===== config.mk =====
export PLATFORM = sky130hd
export DESIGN_NAME = shell_word_splitter_top
export DESIGN_NICKNAME = d
export VERILOG_FILES = /design/src/design/sws_pkg.sv /design/src/design/shell_word_splitter_top.sv
export SDC_FILE = /design/constraint.sdc
export NUM_CORES = 1
export LEC_CHECK = 0
export BUFFER_PORTS_ARGS = -buffer_cell sky130_fd_sc_hd__buf_2
export CORE_MARGIN = 5
export CORE_UTILIZATION = 45
export DETAILED_ROUTE_END_ITERATION = 10
export PLACE_DENSITY_LB_ADDON = 0.08
export SLEW_MARGIN = 20
export SYNTH_ARGS = -nofsm -noshare
export SYNTH_HDL_FRONTEND = slang
export SYNTH_SLANG_ARGS = --single-unit

===== constraint.sdc =====
create_clock -name clock -period 5.6 [get_ports clock]
set_input_delay 1.12 -clock clock [delete_from_list [all_inputs] [get_ports clock]]
set_output_delay 1.12 -clock clock [all_outputs]
set_load 0.02 [all_outputs]

===== src/design/sws_pkg.sv =====
// Shared types and constants for the shell word splitter.
// Used by shell_word_splitter_top and its checker; no dependencies.
`timescale 1ns / 1ps

package sws_pkg;

   // result kinds
   typedef enum logic [2:0] {
      KIND_CHAR            = 3'd0,
      KIND_WORD_END        = 3'd1,
      KIND_LINE_DONE       = 3'd2,
      KIND_ABORT_EMPTY     = 3'd3,
      KIND_ABORT_INCOMPLETE = 3'd4,
      KIND_TOO_LONG        = 3'd5,
      KIND_BAD_CHAR        = 3'd6
   } kind_type;

   // one result word as held in the output queue
   typedef struct packed {
      kind_type    kind;
      logic [7:0]  char_value;
      logic [6:0]  word_count;
      logic [15:0] line_number;
      logic        last;
   } result_type;

   // special characters
   localparam logic [7:0] CH_SPACE  = 8'h20;
   localparam logic [7:0] CH_TAB    = 8'h09;
   localparam logic [7:0] CH_NL     = 8'h0A;
   localparam logic [7:0] CH_BSLASH = 8'h5C;
   localparam logic [7:0] CH_SQUOTE = 8'h27;
   localparam logic [7:0] CH_DQUOTE = 8'h22;

   // quit character after reset (end-of-transmission)
   localparam logic [7:0] QUIT_RESET = 8'h04;

   // output queue: 8 entries; a new word is taken while fill plus
   // the reservation of the staged word stays within QUEUE_ADMIT
   localparam int unsigned QUEUE_AW    = 3;
   localparam int unsigned QUEUE_DEPTH = 1 << QUEUE_AW;
   localparam int unsigned QUEUE_CW    = QUEUE_AW + 1;
   localparam logic [QUEUE_CW-1:0] QUEUE_ADMIT = QUEUE_CW'(3);

endpackage


===== src/design/shell_word_splitter_top.sv =====
// Shell-style word splitter: input register, lexer decode, result queue.
// Depends on sws_pkg for result types, kinds and character constants.
`timescale 1ns / 1ps

// Channel   Direction  Handshake              Payload
// req       in         req_valid / req_stall  req_in_char, req_end_of_input
// rsp       out        rsp_valid / rsp_stall  kind, char_value, word_count,
//                                             line_number, last
// csr       in         csr_valid / csr_ready  csr_quit_char
//
// A word is registered at acceptance and decoded in the next cycle; its
// results are written into the result queue, and rsp presents the queue head.
// One word per cycle is taken while rsp takes one result per cycle; a word
// end followed by line done gives two results and can raise req_stall.
// req_stall follows the fill level of the 8-entry result queue plus two
// entries held back for the staged word.
// Reset is synchronous and clears lexer state, counters and the queue.
// csr_ready is always high; the quit character is 4 after reset.
module shell_word_splitter_top #(
   parameter int unsigned BUF_BYTES = 1024,
   parameter int unsigned MAX_WORDS = 64
) (
   input  logic        clock,
   input  logic        reset,
   // input words
   input  logic        req_valid,
   output logic        req_stall,
   input  logic [7:0]  req_in_char,
   input  logic        req_end_of_input,
   // results
   output logic        rsp_valid,
   input  logic        rsp_stall,
   output logic [2:0]  rsp_kind,
   output logic [7:0]  rsp_char_value,
   output logic [6:0]  rsp_word_count,
   output logic [15:0] rsp_line_number,
   output logic        rsp_last,
   // quit character register
   input  logic        csr_valid,
   output logic        csr_ready,
   input  logic [7:0]  csr_quit_char
);

   localparam int unsigned BW = $clog2(BUF_BYTES + 1);
   localparam int unsigned WW = (MAX_WORDS > 2) ? $clog2(MAX_WORDS) : 1;
   localparam logic [BW-1:0] BYTE_LIMIT_CHAR = BW'(BUF_BYTES - 1);
   localparam logic [BW-1:0] BYTE_LIMIT_END  = BW'(BUF_BYTES);
   localparam logic [WW-1:0] WORD_LIMIT      = WW'(MAX_WORDS - 1);

   typedef enum logic [3:0] {
      LX_GAP      = 4'd0,
      LX_GAP_ESC  = 4'd1,
      LX_WORD     = 4'd5,
      LX_WORD_ESC = 4'd6,
      LX_SQUOTE   = 4'd8,
      LX_DQUOTE   = 4'd10,
      LX_DQ_ESC   = 4'd12
   } lex_state_type;

   typedef enum logic [1:0] {
      ACT_MOVE,
      ACT_STORE,
      ACT_WORD_END,
      ACT_LINE
   } action_type;

   // control state
   lex_state_type           lex_ff, lex_in;
   logic [BW-1:0]           bytes_ff, bytes_in;
   logic [WW-1:0]           words_ff, words_in;
   logic [15:0]             line_ff, line_in;
   logic [7:0]              quit_ff;
   logic                    stage_valid_ff;
   logic [7:0]              stage_char_ff;
   logic                    stage_eoi_ff;
   logic [sws_pkg::QUEUE_AW-1:0] wr_ptr_ff, rd_ptr_ff;
   logic [sws_pkg::QUEUE_CW-1:0] count_ff;

   // result queue
   sws_pkg::result_type     queue_ff [sws_pkg::QUEUE_DEPTH];
   sws_pkg::result_type     res0, res1, head;
   logic [1:0]              push_n;
   logic [sws_pkg::QUEUE_AW-1:0] wr_ptr_nx;

   // decode
   lex_state_type           dec_state;
   action_type              dec_act;
   logic                    req_accept, rsp_pop;
   logic                    is_quit, is_bad, is_nl;
   logic [15:0]             line_next;
   logic [WW-1:0]           words_inc;
   logic [WW+6:0]           wc_cur_ext, wc_inc_ext;
   logic [6:0]              wc_cur, wc_inc;
   logic [sws_pkg::QUEUE_CW-1:0] reserve;

   // handshakes
   assign reserve    = stage_valid_ff ? sws_pkg::QUEUE_CW'(2) : '0;
   assign req_stall  = (count_ff + reserve) > sws_pkg::QUEUE_ADMIT;
   assign req_accept = req_valid && !req_stall;
   assign rsp_valid  = (count_ff != '0);
   assign rsp_pop    = rsp_valid && !rsp_stall;
   assign csr_ready  = 1'b1;

   // classify the staged word
   assign is_quit   = stage_eoi_ff || (stage_char_ff == quit_ff);
   assign is_bad    = stage_char_ff[7];
   assign is_nl     = (stage_char_ff == sws_pkg::CH_NL) && !is_quit && !is_bad;
   assign line_next = line_ff + {15'd0, is_nl};

   // word counts as seven-bit fields
   assign words_inc  = words_ff + 1'b1;
   assign wc_cur_ext = {7'd0, words_ff};
   assign wc_inc_ext = {7'd0, words_inc};
   assign wc_cur     = wc_cur_ext[6:0];
   assign wc_inc     = wc_inc_ext[6:0];

   // lexer transition table
   always_comb begin
      dec_state = LX_WORD;
      dec_act   = ACT_STORE;
      case (lex_ff)
         LX_GAP_ESC: begin
            if (stage_char_ff == sws_pkg::CH_NL) begin
               dec_state = LX_GAP;
               dec_act   = ACT_MOVE;
            end
         end
         LX_WORD: begin
            if (stage_char_ff inside {sws_pkg::CH_SPACE, sws_pkg::CH_TAB,
                                      sws_pkg::CH_NL}) begin
               dec_state = LX_GAP;
               dec_act   = ACT_WORD_END;
            end else if (stage_char_ff == sws_pkg::CH_BSLASH) begin
               dec_state = LX_WORD_ESC;
               dec_act   = ACT_MOVE;
            end else if (stage_char_ff == sws_pkg::CH_SQUOTE) begin
               dec_state = LX_SQUOTE;
               dec_act   = ACT_MOVE;
            end else if (stage_char_ff == sws_pkg::CH_DQUOTE) begin
               dec_state = LX_DQUOTE;
               dec_act   = ACT_MOVE;
            end
         end
         LX_WORD_ESC: begin
            if (stage_char_ff == sws_pkg::CH_NL) begin
               dec_state = LX_WORD;
               dec_act   = ACT_MOVE;
            end
         end
         LX_SQUOTE: begin
            if (stage_char_ff == sws_pkg::CH_SQUOTE) begin
               dec_state = LX_WORD;
               dec_act   = ACT_MOVE;
            end else begin
               dec_state = LX_SQUOTE;
            end
         end
         LX_DQUOTE: begin
            if (stage_char_ff == sws_pkg::CH_DQUOTE) begin
               dec_state = LX_WORD;
               dec_act   = ACT_MOVE;
            end else if (stage_char_ff == sws_pkg::CH_BSLASH) begin
               dec_state = LX_DQ_ESC;
               dec_act   = ACT_MOVE;
            end else begin
               dec_state = LX_DQUOTE;
            end
         end
         LX_DQ_ESC: begin
            dec_state = LX_DQUOTE;
            if (stage_char_ff == sws_pkg::CH_NL) begin
               dec_act = ACT_MOVE;
            end
         end
         default: begin
            if (stage_char_ff inside {sws_pkg::CH_SPACE, sws_pkg::CH_TAB}) begin
               dec_state = LX_GAP;
               dec_act   = ACT_MOVE;
            end else if (stage_char_ff == sws_pkg::CH_NL) begin
               dec_state = LX_GAP;
               dec_act   = ACT_LINE;
            end else if (stage_char_ff == sws_pkg::CH_BSLASH) begin
               dec_state = LX_GAP_ESC;
               dec_act   = ACT_MOVE;
            end else if (stage_char_ff == sws_pkg::CH_SQUOTE) begin
               dec_state = LX_SQUOTE;
               dec_act   = ACT_MOVE;
            end else if (stage_char_ff == sws_pkg::CH_DQUOTE) begin
               dec_state = LX_DQUOTE;
               dec_act   = ACT_MOVE;
            end
         end
      endcase
   end

   // apply the staged word: results and next line state
   always_comb begin
      res0 = '{kind: sws_pkg::KIND_CHAR, char_value: 8'd0, word_count: wc_cur,
               line_number: line_next, last: 1'b1};
      res1 = '{kind: sws_pkg::KIND_LINE_DONE, char_value: 8'd0,
               word_count: wc_inc, line_number: line_next, last: 1'b1};
      push_n   = 2'd0;
      lex_in   = lex_ff;
      bytes_in = bytes_ff;
      words_in = words_ff;
      line_in  = line_ff;
      if (stage_valid_ff) begin
         line_in = line_next;
         push_n  = 2'd1;
         if (is_quit) begin
            // abort the line
            res0.kind = (words_ff != '0) ? sws_pkg::KIND_ABORT_INCOMPLETE
                                         : sws_pkg::KIND_ABORT_EMPTY;
            lex_in   = LX_GAP;
            bytes_in = '0;
            words_in = '0;
         end else if (is_bad) begin
            // skip the byte, keep state
            res0.kind = sws_pkg::KIND_BAD_CHAR;
         end else begin
            case (dec_act)
               ACT_STORE: begin
                  if (bytes_ff >= BYTE_LIMIT_CHAR || words_ff >= WORD_LIMIT) begin
                     res0.kind = sws_pkg::KIND_TOO_LONG;
                     lex_in    = LX_GAP;
                     bytes_in  = '0;
                     words_in  = '0;
                  end else begin
                     res0.char_value = stage_char_ff;
                     bytes_in        = bytes_ff + 1'b1;
                     lex_in          = dec_state;
                  end
               end
               ACT_WORD_END: begin
                  if (bytes_ff >= BYTE_LIMIT_END || words_ff >= WORD_LIMIT) begin
                     res0.kind = sws_pkg::KIND_TOO_LONG;
                     lex_in    = LX_GAP;
                     bytes_in  = '0;
                     words_in  = '0;
                  end else begin
                     res0.kind       = sws_pkg::KIND_WORD_END;
                     res0.word_count = wc_inc;
                     bytes_in        = bytes_ff + 1'b1;
                     words_in        = words_inc;
                     lex_in          = LX_GAP;
                     if (stage_char_ff == sws_pkg::CH_NL) begin
                        // word end then line done
                        res0.last = 1'b0;
                        push_n    = 2'd2;
                        bytes_in  = '0;
                        words_in  = '0;
                     end
                  end
               end
               ACT_LINE: begin
                  res0.kind = sws_pkg::KIND_LINE_DONE;
                  lex_in    = LX_GAP;
                  bytes_in  = '0;
                  words_in  = '0;
               end
               default: begin
                  push_n = 2'd0;
                  lex_in = dec_state;
               end
            endcase
         end
      end
   end

   // control registers
   always_ff @(posedge clock) begin
      if (reset) begin
         lex_ff         <= LX_GAP;
         bytes_ff       <= '0;
         words_ff       <= '0;
         line_ff        <= '0;
         quit_ff        <= sws_pkg::QUIT_RESET;
         stage_valid_ff <= 1'b0;
         wr_ptr_ff      <= '0;
         rd_ptr_ff      <= '0;
         count_ff       <= '0;
      end else begin
         lex_ff         <= lex_in;
         bytes_ff       <= bytes_in;
         words_ff       <= words_in;
         line_ff        <= line_in;
         stage_valid_ff <= req_accept;
         if (csr_valid && csr_ready) begin
            quit_ff <= csr_quit_char;
         end
         wr_ptr_ff <= wr_ptr_ff + sws_pkg::QUEUE_AW'(push_n);
         rd_ptr_ff <= rd_ptr_ff + sws_pkg::QUEUE_AW'(rsp_pop);
         count_ff  <= count_ff + sws_pkg::QUEUE_CW'(push_n)
                               - sws_pkg::QUEUE_CW'(rsp_pop);
      end
   end

   // input register payload
   always_ff @(posedge clock) begin
      if (req_accept) begin
         stage_char_ff <= req_in_char;
         stage_eoi_ff  <= req_end_of_input;
      end
   end

   // write results into the queue
   assign wr_ptr_nx = wr_ptr_ff + 1'b1;

   always_ff @(posedge clock) begin
      if (push_n != 2'd0) begin
         queue_ff[wr_ptr_ff] <= res0;
      end
      if (push_n == 2'd2) begin
         queue_ff[wr_ptr_nx] <= res1;
      end
   end

   // present the queue head
   assign head            = queue_ff[rd_ptr_ff];
   assign rsp_kind        = head.kind;
   assign rsp_char_value  = head.char_value;
   assign rsp_word_count  = head.word_count;
   assign rsp_line_number = head.line_number;
   assign rsp_last        = head.last;

endmodule


==> metrics.txt, run 1 <==
outcome finished clean; Worst Max-Slew Pin Slew around 1.1 ns; slowest cell delay on critical path 0.74 ns; CP endpoint queue_ff[5][1]; Syn Inst Count 1422; crit-path max FO 25; Hold Crit Class reg2reg; FILL cells 3090; Max Freq 225 MHz; ys async rst share 0%; Crit path required time 5.88 ns; reg-to-reg endpoint queue_ff[5][1]; IO buf count 56; Slew headroom 27.5%; layout net count ~1500; vias per cell 5.74; Post-route DRC 0; placed cell count 1853; Placer Congestion approximately 0.9; CP arrival between 4 and 5 ns; RR Startpoint stage_char_ff[6]; crit end category flop; largest net degree at the start of global routing 58; Synth Warn # 0; switch share 28.4%; Reg clk slew, reported paths 0.06 ns; post-DP HPWL between 20000 and 30000 um; register area approximately 8400 um^2; Fin Hold WS roughly 0.46 ns; Int Pwr 4.69 mW; first-pass GRT wire length 66200 um; clock buffer depth 3; CTS Hold Bufs 0; average cell area after synthesis 11.1 um^2; pre-CTS setup slack roughly 1.2 ns; final setup fails 0; # clock sinks about 330; sequential share of power 44.2%; cts bufs inserted 38; Slew Limit Fails 0; root buf cell clkbuf_16; CP Class reg2reg; H-tree level count 2; drt first pass iters 7; EDFF count, synth 185; Layout area overhead 11.3%; die area 39100 um^2; P_leak 6.03 nW; Post-synth top flop edfxtp_1; Std-Cell Rows 68; share of post-route cells with drive strength above 1 18.3%; Routed WL per cell approximately 22 um; Die Y 198 um; TritonCTS clock tree done; Post-Layout Cell Count a little under 2000; antenna fix cells 0; clk_lat worst skew ~0.52 ns; Worst setup SP type flop; initial drt markers 710; core box area 34600 um^2; total power between 6 and 7 mW; Finished Cell Area 17600 um^2; clk_skew approximately 0.017 ns; PwrDens between 300 and 400 nW/um^2; CTS resizes 0; io pins 60; multi-input logic area 6840 um^2; Tmin final 4.45 ns; worst path cell trace nor3_1 > nand3_1 > o21a_1 > a211oi_4 > a31oi_2 > buf_4 > a21oi_4 > inv_2 > and2_1; post-route ant nets 0; Horiz. Die Dim 198 um; initial antenna violation count 0; FF+latch count, synth 329; RSZ-0062 raised after global routing false; Peak VDD IR slightly below 0.3 mV; Vias 11000; R2R cell count 9; max-cap viol count 0; Setup Buffers After CTS 0; count of final hold-check violations 0; grt total ovfl 0; placed cell area 16400 um^2; r2r setup slk 1.15 ns; power share of the clock group 36.5%; fin crit share 79.4%; Detailed Route WL roughly 43000 um; initial core utilization 45.7%; Synth cell types 78; All-Layer GR Usage roughly 22%; Synth Cell Area 15800 um^2; vias in the first global route 11000; slowest CP cell a211oi_4; sequential fraction of the synthesis area ~53%; Psw between 1.5 and 2 mW; final core utilization between 50% and 60%; Setup WS post-layout between 1 and 1.5 ns; Critical path origin stage_char_ff[6]; Logic pwr share about a fifth; total negative slack 0 ns
## layout make-up
type	instances	area share, %
inverters	33	0.703
clock buffers	54	6.08
clock inverters	14	0.724
well taps	455	3.23
flip-flops and latches	329	47.9
repair buffers	77	2.56
multi-input cells	959	38.8
## cell usage after synthesis, types with 4 or more instances
library cell,count,area (um^2)
edfxtp_1,185,5560
nor2_1,181,679
dfxtp_1,144,2880
nand2_1,124,465
nand3_1,83,415
o21ai_0,69,345
mux4_2,66,1490
clkbuf_1,50,188
a21oi_1,41,205
o22ai_1,38,238
mux2_2,34,383
xor2_1,30,263
inv_1,27,101
nor3_1,26,130
buf_2,25,125
and2_1,23,144
nor2b_1,21,131
xnor2_1,20,175
ha_1,17,213
buf_1,16,60.1
a31oi_1,15,93.8
a21o_1,14,105
a22o_1,13,114
nor3b_1,11,82.6
and3_1,10,62.6
mux2i_1,10,100
buf_4,9,67.6
nor4_1,9,56.3
nand2b_1,8,50.1
nand4_1,8,50.1
a211oi_1,5,37.5
a31oi_2,5,62.6
inv_2,5,18.8
nor2_2,5,31.3
a211o_1,4,35.0
o211a_1,4,40.0
o21ai_1,4,20.0
## worst max-delay path, delay by kind of cell, from the launching register on
kind | cells | cell delay (ns)
AOI/OAI and AO/OA | 4 | 1.72
and+or+nand+nor | 3 | 1.09
buffers and inverters | 2 | 0.72
DFF | 1 | 0.65
## cell families after synthesis
family,share of synthesized area [%]
compound gates,10.3
xor+xnor,2.76
fa+ha+maj,1.60
buf+inv,3.67
flops,53.3
mux,12.4
other cells,0.0474
simple gates,15.9
## power groups by stage
stage | logic (mW) | registers [mW] | clock network (mW)
CTS | 1.29 | 2.90 | 2.45
global route | 1.38 | 2.92 | 2.55
floorplan | 1.09 | 2.74 | 0
global placement | 1.27 | 2.94 | 0
finish | 1.27 | 2.89 | 2.39
detailed placement | 1.28 | 2.95 | 0
## cell usage in the layout, fill, tap and decap left out, drive strengths merged, types with 23 or more instances in the layout
cell type | Yosys | routed
nor2 | 188 | 188
edfxtp | 185 | 185
dfxtp | 144 | 144
nand2 | 124 | 124
nand3 | 83 | 83
buf | 51 | 77
o21ai | 73 | 73
mux4 | 66 | 66
clkbuf | 51 | 54
a21oi | 43 | 43
o22ai | 38 | 38
mux2 | 34 | 34
inv | 32 | 33
xor2 | 30 | 30
nor3 | 26 | 26
and2 | 23 | 23
## layer usage
| layer | global-route usage (%) | wire length (um) |
|---|---|---|
| met5 | 0 | 0 |
| met4 | 4.85 | 749 |
| met3 | 2.93 | 2040 |
| met2 | 37.5 | 21300 |
| met1 | 29.5 | 18600 |
## how the worst min path moves through the flow
stage / slack, ns / to / cells after the start / from
after floorplan: 0.43 / queue_ff[7][30] / 2 / queue_ff[7][30]
after global placement: 0.44 / queue_ff[6][27] / 2 / queue_ff[6][27]
after detailed placement: 0.45 / queue_ff[7][30] / 2 / queue_ff[7][30]
after CTS: 0.46 / queue_ff[6][27] / 2 / queue_ff[6][27]
after global routing: 0.47 / queue_ff[7][30] / 2 / queue_ff[7][30]
final: 0.46 / queue_ff[4][27] / 2 / queue_ff[4][27]
## state kept, by name, summed over array words and instances (netlist names)
register / flops
words_ff: 6
bytes_ff: 11
stage_eoi_ff: 1
rd_ptr_ff: 3
wr_ptr_ff: 3
lex_ff: 4
line_ff: 16
queue_ff: 264
stage_char_ff: 8
stage_valid_ff: 1
quit_ff: 8
count_ff: 4
Note: power is estimated with default switching activity, not from simulation.
==> inputs of run 2 (changes only) <==
clock period = 4.4 ns   (was 5.6 ns; I/O delays follow)
==> metrics.txt, run 2 (synthesis results as in run 1) <==
outcome finished clean (unchanged); Setup WS post-layout 0.468 ns (was 1.15 ns); vias per cell 5.75 (was 5.74); Finished Cell Area 17800 um^2 (was 17600 um^2); Hold Path Cell Cnt 2 (unchanged); layout net count 1503 (was 1479); post-route ant nets 0 (unchanged); reg-to-reg endpoint queue_ff[2][15] (was queue_ff[5][1]); RSZ-0062 raised after global routing false (unchanged); clk_lat worst skew 0.52 ns (about the same); placed cell area 16600 um^2 (was 16400 um^2); final setup fails 0 (unchanged); met2 usage 38.4% (was 37.5%); Peak VDD IR 0.271 mV (was 0.295 mV); final core utilization 51.4% (was 50.9%); Std-Cell Rows 68 (unchanged); max-cap viol count 0 (unchanged); io pins 60 (unchanged); CTS Hold Bufs 0 (unchanged); crit end category flop (unchanged); Layout area overhead 12.3% (was 11.3%); Placer Congestion 0.840 (was 0.899); commonest non-fill, non-tap cell in the layout edfxtp_1 (unchanged); clock buffer depth 3 (unchanged); # clock sinks 329 (unchanged); Post-route DRC 0 (unchanged); first-pass GRT wire length 67100 um (was 66200 um); initial antenna violation count 0 (unchanged); Slew Limit Fails 0 (unchanged); antenna fix cells 0 (unchanged); share of post-route cells with drive strength above 1 19.4% (was 18.3%); Horiz. Die Dim 198 um (unchanged); max reg flops 264 (unchanged); H-tree level count 2 (unchanged); root buf cell clkbuf_16 (unchanged); post-DP HPWL 27400 um (was 27600 um); CP Class reg2reg (unchanged); Die Y 198 um (unchanged); Reg clk slew, reported paths 0.06 ns (about the same); Worst setup SP type flop (unchanged); clk_skew 0.0220 ns (was 0.0167 ns); All-Layer GR Usage 22.2% (was 21.7%); R2R cell count 14 (was 9); RR Startpoint stage_char_ff[4] (was stage_char_ff[6]); r2r setup slk 0.47 ns (was 1.15 ns); drt first pass iters 6 (was 7); core box area 34600 um^2 (unchanged); PwrDens 466 nW/um^2 (was 372 nW/um^2); Worst Hold End queue_ff[7][30] (was queue_ff[4][27]); min-delay src queue_ff[7][30] (was queue_ff[4][27]); Slew headroom 39.6% (was 27.5%); vias in the first global route 11100 (was 11000); CP arrival 4.18 ns (was 4.72 ns); Detailed Route WL 43100 um (was 42700 um); Worst Max-Slew Pin Slew 0.896 ns (was 1.09 ns); GRT met1 Usage 29.3% (was 29.5%); initial core utilization 45.7% (unchanged); Largest regs queue_ff x264, line_ff x16, bytes_ff x11 (unchanged); Tmin final 3.93 ns (was 4.45 ns); Routed WL per cell 22.2 um (about the same); largest net degree at the start of global routing 57 (was 58); P_leak 6.10 nW (was 6.03 nW); Largest Register queue_ff (unchanged); fin crit share 89.4% (was 79.4%); most frequent cells in the layout edfxtp_1 (185), nor2_1 (181), dfxtp_1 (141) (unchanged); Max Freq 254 MHz (was 225 MHz); count of final hold-check violations 0 (unchanged); Vias 11200 (was 11000); TritonCTS clock tree done (unchanged); CTS resizes 0 (unchanged); Crit path required time 4.64 ns (was 5.88 ns); Hold Crit Class reg2reg (unchanged); cts bufs inserted 37 (was 38); IO buf count 56 (unchanged); crit-path max FO 16 (was 25); total negative slack 0 ns (unchanged); pre-CTS setup slack 0.360 ns (was 1.19 ns); Most Crowded Layer GR met2 (unchanged); total power 8.29 mW (was 6.55 mW); Setup Buffers After CTS 0 (unchanged); initial drt markers 857 (was 710); routing usage on met3 2.88% (was 2.93%); die area 39100 um^2 (unchanged); grt total ovfl 0 (unchanged)
run 2: cell count changes in the layout (fill, tap and decap cells not counted), sizes merged:
cell	change
buf	+25
clkinv	-2
inv	+2
clkbuf	-1
run 2: metrics by stage:
stage / hold WS, ns / std cells
CTS: 0.458 / 1945
detailed placement: 0.449 / 1878
floorplan: 0.425 / 1423
finish: 0.453 / 1945
global route: 0.475 / 1945
global placement: 0.439 / 1878
run 2: report_power, final:
| group | leakage, nW | switching [mW] | total [mW] | internal [mW] |
|---|---|---|---|---|
| Sequential | 2.94 | 0.185 | 3.57 | 3.38 |
| Clock | 0.560 | 1.23 | 2.95 | 1.72 |
| Combinational | 2.61 | 0.949 | 1.77 | 0.823 |
run 2: cell type report:
| type | instances | area (um^2) |
|---|---|---|
| clock inverter | 14 | 138 |
| fill | 3122 | 16800 |
| timing repair buffer | 102 | 663 |
| multi-input combinational | 959 | 6840 |
| tap | 455 | 569 |
| inverter | 33 | 124 |
| clock buffer | 53 | 1010 |
| sequential | 329 | 8450 |
run 2: worst max path at each step:
stage | cells after the start | start | slack, ns | endpoint
after floorplan | 10 | stage_char_ff[0] | 1.04 | queue_ff[7][10]
after global placement | 14 | stage_char_ff[4] | 0.46 | queue_ff[0][15]
after detailed placement | 14 | stage_char_ff[4] | 0.36 | queue_ff[1][15]
after CTS | 14 | stage_char_ff[4] | 0.31 | queue_ff[2][15]
after global routing | 13 | stage_char_ff[4] | 0.07 | queue_ff[0][16]
final | 14 | stage_char_ff[4] | 0.47 | queue_ff[2][15]
run 2: worst max-delay path, stage by stage (launching register included):
cell      delay [ns]
edfxtp_1        0.35
buf_4           0.20
xor2_1          0.17
nor4_2          0.10
a211o_1         0.40
nor2_1          0.23
ha_1            0.26
ha_1            0.25
nand3_1         0.16
nor3_1          0.40
and3_1          0.27
and3_1          0.23
nand3_1         0.13
xor2_2          0.40
nor2_1          0.10
run 2: metal layers:
layer	vias to the layer above	routed length, um
li1	5282	-
met1	5473	18100
met2	352	21200
met3	85	2430
met4	0	1420
met5	-	0
